==> config.mk <==
export PLATFORM = sky130hd
export DESIGN_NAME = motion_variance_wake_detector
export DESIGN_NICKNAME = d
export VERILOG_FILES = /design/src/rtl/mvwd_pkg.sv /design/src/rtl/motion_variance_wake_detector.sv
export SDC_FILE = /design/constraint.sdc
export NUM_CORES = 2
export LEC_CHECK = 0
export CAP_MARGIN = 5
export CELL_PAD_IN_SITES_DETAIL_PLACEMENT = 1
export CELL_PAD_IN_SITES_GLOBAL_PLACEMENT = 2
export CORE_MARGIN = 3
export CORE_UTILIZATION = 46
export CTS_BUF_LIST = sky130_fd_sc_hd__clkbuf_4
export DETAILED_ROUTE_END_ITERATION = 16
export DONT_BUFFER_PORTS = 1
export GPL_ROUTABILITY_DRIVEN = 0
export PLACE_DENSITY_LB_ADDON = 0.3
export SLEW_MARGIN = 20
export SYNTH_ARGS = -nofsm -noshare
export SYNTH_HDL_FRONTEND = slang
export SYNTH_SLANG_ARGS = --single-unit
==> constraint.sdc <==
create_clock -name clock -period 13.93 [get_ports clock]
set_clock_uncertainty 0.1 [all_clocks]
set_input_delay 2.786 -clock clock [delete_from_list [all_inputs] [get_ports clock]]
set_output_delay 2.786 -clock clock [all_outputs]
set_load 0.05 [all_outputs]
==> src/rtl/mvwd_pkg.sv <==
`timescale 1ns / 1ps

package mvwd_pkg;

   // Window geometry. The depth is a power of two, so the divide by the
   // squared depth in the variance is a plain right shift.
   localparam int WINDOW_DEPTH = 32;
   localparam int POS_W        = $clog2(WINDOW_DEPTH);

   // Field and accumulator widths.
   localparam int ACCEL_W  = 16;
   localparam int SAMPLE_W = ACCEL_W + 2;                  // sum of three axes
   localparam int DIFF_W   = SAMPLE_W + 1;                 // new +/- old
   localparam int PROD_W   = 2 * DIFF_W;                   // (new-old)*(new+old)
   localparam int SUM_W    = SAMPLE_W + POS_W;             // running sum
   localparam int SQSUM_W  = 2 * SAMPLE_W - 1 + POS_W;     // running sum of squares
   localparam int SUMSQ_W  = 2 * SUM_W;                    // square of running sum
   localparam int NUM_W    = SUMSQ_W;                      // N*sumsq - sum^2
   localparam int VAR_W    = 34;
   localparam int VAR_SHIFT = 2 * POS_W;

   localparam logic [VAR_W-1:0] THRESH_RESET = VAR_W'(655360);

   typedef enum logic [0:0] {
      OP_SAMPLE = 1'b0,
      OP_CLEAR  = 1'b1
   } opcode_type;

endpackage

==> src/rtl/motion_variance_wake_detector.sv <==
`timescale 1ns / 1ps

// Motion wake detector. Each request beat carries three signed Q7.8
// accelerometer axes, or a clear command. A sample beat adds the three axes
// and writes the sum into a 32-entry circular window, replacing the oldest
// entry; the block keeps a running sum and a running sum of squares over the
// window and returns, for every request beat, one response beat with the
// population variance floor((32*sumsq - sum^2) / 1024), a flag that is set
// once the window has wrapped, and a wake flag that is high when the window
// has filled and the variance is at or above the wake threshold. A clear
// beat zeros the window and both sums but keeps the write position and the
// filled flag, and answers with variance 0 and no wake. The block takes one
// beat per clock cycle while the response side keeps taking beats. The
// five stages are the input register, the window read and update with
// its one 19x19 multiply, the running-sum accumulators, the 23x23
// squaring of the running sum, and the final subtract, shift and
// threshold compare in the output register. Every stage holds its beat only
// while the stage after it is full, so requests keep flowing into empty
// stages while a response waits. The threshold resets to 655360 (10.0 in Q8
// squared) and is to be written through csr_wr_en and csr_wr_data only
// while the block is idle; the block itself does not enforce this.
module motion_variance_wake_detector
   import mvwd_pkg::*;
(
   input  logic                      clock,
   input  logic                      reset,

   input  logic                      req_valid,
   output logic                      req_ready,
   input  logic                      req_opcode,
   input  logic signed [ACCEL_W-1:0] req_accel_x,
   input  logic signed [ACCEL_W-1:0] req_accel_y,
   input  logic signed [ACCEL_W-1:0] req_accel_z,

   output logic                      rsp_valid,
   input  logic                      rsp_ready,
   output logic        [VAR_W-1:0]   rsp_window_variance,
   output logic                      rsp_window_filled,
   output logic                      rsp_motion_wake,

   input  logic                      csr_wr_en,
   input  logic        [VAR_W-1:0]   csr_wr_data
);

   // Stage enables: a stage may load when it is empty or its beat moves on.
   logic en1, en2, en3, en4, en5;
   logic v1_ff, v2_ff, v3_ff, v4_ff, v5_ff;

   assign en5 = !v5_ff || rsp_ready;
   assign en4 = !v4_ff || en5;
   assign en3 = !v3_ff || en4;
   assign en2 = !v2_ff || en3;
   assign en1 = !v1_ff || en2;

   assign req_ready = en1;
   assign rsp_valid = v5_ff;

   // Wake threshold register.
   logic [VAR_W-1:0] thresh_ff;

   always_ff @(posedge clock) begin
      if (reset) begin
         thresh_ff <= THRESH_RESET;
      end else if (csr_wr_en) begin
         thresh_ff <= csr_wr_data;
      end
   end

   // Stage 1: input register.
   opcode_type                op1_ff;
   logic signed [ACCEL_W-1:0] ax1_ff, ay1_ff, az1_ff;

   always_ff @(posedge clock) begin
      if (reset) begin
         v1_ff <= 1'b0;
      end else if (en1) begin
         v1_ff <= req_valid;
      end
   end

   always_ff @(posedge clock) begin
      if (en1 && req_valid) begin
         op1_ff <= opcode_type'(req_opcode);
         ax1_ff <= req_accel_x;
         ay1_ff <= req_accel_y;
         az1_ff <= req_accel_z;
      end
   end

   // Stage 2: form the new sample, swap it into the window, and compute the
   // change to the running sum and to the running sum of squares. The square
   // difference uses new^2 - old^2 = (new - old) * (new + old), so one
   // multiplier serves both squares.
   logic signed [SAMPLE_W-1:0] window_ff [WINDOW_DEPTH];
   logic        [POS_W-1:0]    pos_ff;
   logic                       filled_ff;

   logic signed [SAMPLE_W-1:0] sample;
   logic signed [SAMPLE_W-1:0] old_sample;
   logic signed [DIFF_W-1:0]   diff;
   logic signed [DIFF_W-1:0]   total;
   logic        [POS_W-1:0]    pos_in;
   logic                       filled_in;
   logic                       load2;

   assign sample = SAMPLE_W'(ax1_ff) + SAMPLE_W'(ay1_ff) + SAMPLE_W'(az1_ff);
   assign old_sample = window_ff[pos_ff];
   assign diff  = DIFF_W'(sample) - DIFF_W'(old_sample);
   assign total = DIFF_W'(sample) + DIFF_W'(old_sample);
   assign load2 = en2 && v1_ff;

   always_comb begin
      pos_in    = pos_ff;
      filled_in = filled_ff;
      if (op1_ff == OP_SAMPLE) begin
         if (pos_ff == POS_W'(WINDOW_DEPTH - 1)) begin
            pos_in    = '0;
            filled_in = 1'b1;
         end else begin
            pos_in = pos_ff + POS_W'(1);
         end
      end
   end

   always_ff @(posedge clock) begin
      if (reset) begin
         for (int i = 0; i < WINDOW_DEPTH; i++) begin
            window_ff[i] <= '0;
         end
         pos_ff    <= '0;
         filled_ff <= 1'b0;
      end else if (load2) begin
         pos_ff    <= pos_in;
         filled_ff <= filled_in;
         if (op1_ff == OP_CLEAR) begin
            for (int i = 0; i < WINDOW_DEPTH; i++) begin
               window_ff[i] <= '0;
            end
         end else begin
            window_ff[pos_ff] <= sample;
         end
      end
   end

   opcode_type               op2_ff;
   logic                     filled2_ff;
   logic signed [DIFF_W-1:0] diff2_ff;
   logic signed [PROD_W-1:0] prod2_ff;

   always_ff @(posedge clock) begin
      if (reset) begin
         v2_ff <= 1'b0;
      end else if (en2) begin
         v2_ff <= v1_ff;
      end
   end

   always_ff @(posedge clock) begin
      if (load2) begin
         op2_ff     <= op1_ff;
         filled2_ff <= filled_in;
         diff2_ff   <= diff;
         prod2_ff   <= diff * total;
      end
   end

   // Stage 3: running accumulators. Both track exact window totals, so the
   // sum of squares never goes negative and modular adds stay exact.
   logic signed [SUM_W-1:0]   sum_ff;
   logic        [SQSUM_W-1:0] sqsum_ff;
   opcode_type                op3_ff;
   logic                      filled3_ff;
   logic                      load3;

   assign load3 = en3 && v2_ff;

   always_ff @(posedge clock) begin
      if (reset) begin
         v3_ff    <= 1'b0;
         sum_ff   <= '0;
         sqsum_ff <= '0;
      end else begin
         if (en3) begin
            v3_ff <= v2_ff;
         end
         if (load3) begin
            if (op2_ff == OP_CLEAR) begin
               sum_ff   <= '0;
               sqsum_ff <= '0;
            end else begin
               sum_ff   <= sum_ff + SUM_W'(diff2_ff);
               sqsum_ff <= sqsum_ff + SQSUM_W'(prod2_ff);
            end
         end
      end
   end

   always_ff @(posedge clock) begin
      if (load3) begin
         op3_ff     <= op2_ff;
         filled3_ff <= filled2_ff;
      end
   end

   // Stage 4: square of the running sum and the sum of squares scaled by
   // the depth.
   opcode_type               op4_ff;
   logic                     filled4_ff;
   logic signed [SUMSQ_W-1:0] sumsq4_ff;
   logic        [NUM_W-1:0]   scaled4_ff;
   logic                      load4;

   assign load4 = en4 && v3_ff;

   always_ff @(posedge clock) begin
      if (reset) begin
         v4_ff <= 1'b0;
      end else if (en4) begin
         v4_ff <= v3_ff;
      end
   end

   always_ff @(posedge clock) begin
      if (load4) begin
         op4_ff     <= op3_ff;
         filled4_ff <= filled3_ff;
         sumsq4_ff  <= SUMSQ_W'(sum_ff) * SUMSQ_W'(sum_ff);
         scaled4_ff <= NUM_W'(sqsum_ff) << POS_W;
      end
   end

   // Stage 5: variance, threshold compare and the output register.
   logic [NUM_W-1:0] num;
   logic [VAR_W-1:0] variance;
   logic             load5;

   assign num      = scaled4_ff - NUM_W'(sumsq4_ff);
   assign variance = num[VAR_SHIFT +: VAR_W];
   assign load5    = en5 && v4_ff;

   always_ff @(posedge clock) begin
      if (reset) begin
         v5_ff <= 1'b0;
      end else if (en5) begin
         v5_ff <= v4_ff;
      end
   end

   always_ff @(posedge clock) begin
      if (load5) begin
         rsp_window_filled <= filled4_ff;
         if (op4_ff == OP_CLEAR) begin
            rsp_window_variance <= '0;
            rsp_motion_wake     <= 1'b0;
         end else begin
            rsp_window_variance <= variance;
            rsp_motion_wake     <= filled4_ff && (variance >= thresh_ff);
         end
      end
   end

endmodule

# Yosys cells after proc, flatten, opt, wreduce, memory -nomap -nowiden
# Memory sizes are Yosys's and may differ from the RTL's. A register that Yosys moved wholly into a read port is not among the register bits.
# Cells that the tools add are included.
# op_classes
n_reduce_logical,18
n_lt_le_gt_ge,1
n_mul,2
bitwise_logic,33
n_eq_ne,1
mux,52
add_sub_neg,8
# ops
cell,count
18-bit two-way mux,33
23-bit by 23-bit multiplier with 44-bit output,1
44-bit subtractor,1
40-bit adder,1
40-bit two-way mux,1
19-bit by 19-bit multiplier with 38-bit output,1
34-bit >= comparator,1
1-bit OR,32
23-bit by 19-bit adder with 23-bit output,1
23-bit two-way mux,1
5-bit two-way mux,4
18-bit by 18-bit adder with 19-bit output,1
18-bit by 18-bit subtractor with 19-bit output,1
17-bit by 16-bit adder with 18-bit output,1
18-bit OR reduction,1
16-bit by 16-bit adder with 17-bit output,1
1-bit two-way mux,13
1-bit logical AND,6
"5-bit by 1-bit adder with 5-bit output, second input constant",1
"5-bit equality test, second input constant",1
1-bit logical NOT,5
1-bit logical OR,5
2-bit AND reduction,1
1-bit NOT,1
# totals
register_bits,339
mem_bits_rw,576
output_inout_bits,38
n_memories,1
# mem_list
name,depth,width,read_ports,rd_ports_with_merged_regs,wr,line_no,text
window_ff,32,18,1,1,32,motion_variance_wake_detector.sv:94,logic signed [SAMPLE_W-1:0] window_ff [WINDOW_DEPTH];

# Logic depth before layout (Yosys ltp)
# depth
word_depth,11
depth_mapped,49
ltp_nobuf,45

# Worst setup path after synthesis
# Ideal clock, no wire load.
# synth_path
kind,register to register
start,register ax1_ff[1]
end,register prod2_ff[37] (data pin)
period_less_slack_ns,11.293
path_buffers,3
stages_incl_launch_ff,44
setup_slack_ns,2.637
t_arrival_ns,10.933
setup_time_ns,0.260
cell_sequence,edfxtp_1 fa_1 ha_1 fa_1 a21o_1 a21oi_1 o21bai_1 a21oi_1 o21ai_1 a41oi_1 nand2b_1 a21oi_1 xor2_1 clkbuf_1 inv_1 ha_1 clkbuf_1 nor3_1 (+8 left out) inv_1 fa_1 fa_1 fa_1 inv_1 fa_1 inv_1 ha_1 a21oi_1 o21bai_1 a21oi_1 o31ai_1 o41ai_4 o21ai_2 a311oi_4 o221ai_2 a21oi_2 xnor2_1
# synth_via
elab_chain_len,4
word_cells_on_any_way,5
classes_between,add/sub (4); mul (1)
# synth_lines
item,line_no,text
"start, declared",motion_variance_wake_detector.sv:71,"logic signed [ACCEL_W-1:0] ax1_ff, ay1_ff, az1_ff;"
"start signal, assigned",motion_variance_wake_detector.sv:84,ax1_ff <= req_accel_x;
16-bit by 16-bit adder with 17-bit output *,motion_variance_wake_detector.sv:106,assign sample = SAMPLE_W'(ax1_ff) + SAMPLE_W'(ay1_ff) + SAMPLE_W'(az1_ff);
17-bit by 16-bit adder with 18-bit output *,motion_variance_wake_detector.sv:106,
named net sample[13],motion_variance_wake_detector.sv:98,logic signed [SAMPLE_W-1:0] sample;
18-bit by 18-bit subtractor with 19-bit output or 18-bit by 18-bit adder with 19-bit output (tied branches),"motion_variance_wake_detector.sv:108, motion_variance_wake_detector.sv:109",
19-bit by 19-bit multiplier with 38-bit output *,motion_variance_wake_detector.sv:163,prod2_ff <= diff * total;
"end signal, assigned",motion_variance_wake_detector.sv:163,
"end, declared",motion_variance_wake_detector.sv:148,logic signed [PROD_W-1:0] prod2_ff;
# The timed path passes the listed nets; every way through them passes the cells marked *.
# A chain may end at the register's enable or synchronous reset.

# Final worst setup path
# Ends and elaborated chain as after synthesis.

==> results.md <==
* Number of global-route vias before repair at 54,970
* H-tree depth at 4
* Most common cell after layout, fill and taps aside: inv_1
* CTS tree: done
* Adder-cell share of the synthesized area at 0.3128
* Compound-Gate Fraction of Synth Area at 0.05555
* Mux contribution to synthesized area at 0.06299
* IO Port Bufs at 0
* Top post-synthesis cells by area: edfxtp_1 (33%), fa_1 (24%), ha_1 (7.1%), inv_1 (5.9%), mux4_2 (5.5%)
* Worst Hold Path Cells at 0
* Setup TNS at 0 ns
* Post-CTS setup buffers at 0
* Top cell type's share of synthesized area at 0.3269
* Xor/xnor share of the synthesized area at 0.02768
* Fin nets at 8,079
* Drt pass-1 iters at 5
* CTS Buf Count at 241
* Area leader, netlist: edfxtp_1
* HP Class: register to register
* First-pass GRT wire length at 329,500 um
* Tmin final at 12.48 ns
* Iter 0 DRT Violations at 3,207
* R2r startpoint: ax1_ff[1]$_DFFE_PP_
* Number of remaining DRC errors at 0
* Worst Path Max Fanout at 33
* Die ar. at 165,600 um^2
* Total congestion overflow at 0
* Max Clk Rate at 80.10 MHz
* Slowest-stage cell, CP: a2111oi_0
* Max stage delay on crit path at 0.88 ns
* Clock sink count at 917
* Most frequent cells in the layout: inv_1 (1,163), nor2_1 (908), fa_1 (893)
* Vias per inst at 5.436
* Die W at 407.0 um
* Worst Setup SP: ax1_ff[1]$_DFFE_PP_
* Status: finished clean
* Final Util at 0.5035
* Most used cell, CP: fa_1
* Die height at 407.0 um
* Synth-to-Final Area Change at 8.328%
* Final Hold Fails at 0
* Top FF cell, synth: edfxtp_1
* Worst r2r dst: prod2_ff[37]$_DFFE_PP_
* Post-synthesis net count at 8,013
* Tot GR Track Use at 0.2645
* Pins over their slew limit at 0
* Top delay family on crit path: adder cells
* Clock-pin slew on the worst setup and hold paths at 0.06 ns
* CTS Hold Bufs at 0
* Initial Utilization at 0.4648
* Clk_lat worst skew at 1.24 ns
* Hold Startpoint: op3_ff$_DFFE_PP_
* #FFs+latches synth at 917
* Worst EP required at 14.77 ns
* Drt wl/cell at 23.48 um
* Routed Antenna Nets at 0
* Largest net degree at the start of global routing at 96
* Seq/Total Area, Yosys at 0.3572
* Initial antenna violation count at 10
* Longest Clk Path Bufs at 3
* Bufs and invs on worst path at 6
* Worst R2R Path Depth at 41
* IO Pins at 126
* Post-synth cell types at 91
* Total number of vias at 49,130
* Core area at 159,100 um^2
* Crit start category: register
* Syn_area_per_cell at 11.18 um^2
* Layout cells sized above 1 at 0.1171
* Yosys warns at 0
* Final WL at 212,200 um
* # Max-Cap Violations at 0
* DP HPWL at 157,500 um
* Synth Instances at 6,612
* CP Capture Type: register
* Unrepaired setup endpoints after global routing: no
* Slew Limit Headroom at 0.2090
* Worst EP arrival at 13.33 ns
* Largest family of logic cells by synthesized area: adder cells
* Post-cts gate resize count at 0
* Crit Path Class: register to register
* Worst R2R Setup Slack at 1.45 ns
* Post-synthesis simple-gate area fraction at 0.1096
* Fin crit share at 0.8962
* Worst-margin pin slew at 1.178 ns
* Async set-reset flop share out of synthesis at 0
* Post-synth EDFFs at 805
* FP Rows at 146
* CTS Root Cell: clkbuf_4
* Final setup fails at 0
* Syn Std Cell Area at 73,950 um^2
* Hold Path Sink: op4_ff$_DFFE_PP_
sequential cells by signal, indices dropped and copies added (netlist names), 5 cells and up, named ones only:
register	cells
sumsq4_ff	43
ay1_ff	16
scaled4_ff	39
prod2_ff	37
sqsum_ff	39
sum_ff	23
diff2_ff	19
rsp_window_variance	34
window_ff	576
ax1_ff	16
thresh_ff	34
az1_ff	16
pos_ff	5
through the flow:
| step | area (um^2) | setup WS, ns | std cells | hold slack [ns] |
|---|---|---|---|---|
| 5_1_grt | 80100 | 0.6002 | 9036 | 0.3431 |
| 2_1_floorplan | 73950 | 2.637 | 6612 | 0.3003 |
| 6_report | 80110 | 1.446 | 9038 | 0.3265 |
| 3_3_place_gp | 76710 | 1.636 | 8579 | 0.3070 |
| 4_1_cts | 80030 | 1.410 | 9026 | 0.3215 |
| 3_5_place_dp | 76710 | 1.363 | 8579 | 0.3099 |
layout make-up:
cell class / count / area, um^2
Fill cell: 16930 / 79000
Sequential cell: 917 / 26420
Inverter: 1167 / 4380
Clock buffer: 383 / 2875
Timing Repair Buffer: 111 / 915.9
Antenna cell: 10 / 25.02
Clock inverter: 64 / 445.4
Tap cell: 2146 / 2685
Multi-Input combinational cell: 4240 / 42360
synth_stat cells (36+ instances only):
library cell,instances
ha_1,420
clkbuf_1,250
nor2b_1,69
o21ai_0,77
inv_1,1163
nand2b_1,53
a21oi_1,190
o21bai_1,38
a21o_1,79
xnor2_1,167
edfxtp_1,805
mux4_2,180
fa_1,893
dfxtp_1,112
xor2_1,63
nor2_1,910
mux2i_1,39
nor3_1,36
and2_1,160
nand2_1,469
metal layers:
layer	vias to the layer above	share of wire	wire length (um)	GRT usage
met5	-	0.000052	11	0
met4	2	0.034	7140	0.09078
met3	325	0.062	13060	0.04757
met2	1403	0.48	102800	0.4422
met1	25620	0.42	89150	0.3478
li1	21790	-	-	-
kinds of logic after synthesis:
group / Yosys count
buf+inv: 1455
mux: 238
flops: 917
fa+ha+maj: 1313
simple gates: 1847
xor+xnor: 232
compound gates: 610
worst reg2reg max path, delay by kind of cell, from the launching register on:
family	cells	cell delay, ns
buffers and inverters	6	0.94
flip-flops	1	0.39
XOR/XNOR	1	0.09
AND/OR/NAND/NOR	3	0.83
adder cells (fa/ha/maj)	12	5.33
AO/OA/AOI/OAI	19	4.56
worst max-delay path by stage:
stage	endpoint	cells past startpoint
global placement	prod2_ff[37]$_DFFE_PP_	44
global route	prod2_ff[36]$_DFFE_PP_	40
CTS	prod2_ff[37]$_DFFE_PP_	38
floorplan	prod2_ff[37]$_DFFE_PP_	43
detailed placement	prod2_ff[37]$_DFFE_PP_	38
finish	prod2_ff[37]$_DFFE_PP_	41
Power is not shown: default switching activity piles up to over one toggle a cycle in this logic, so the estimate is an artifact.
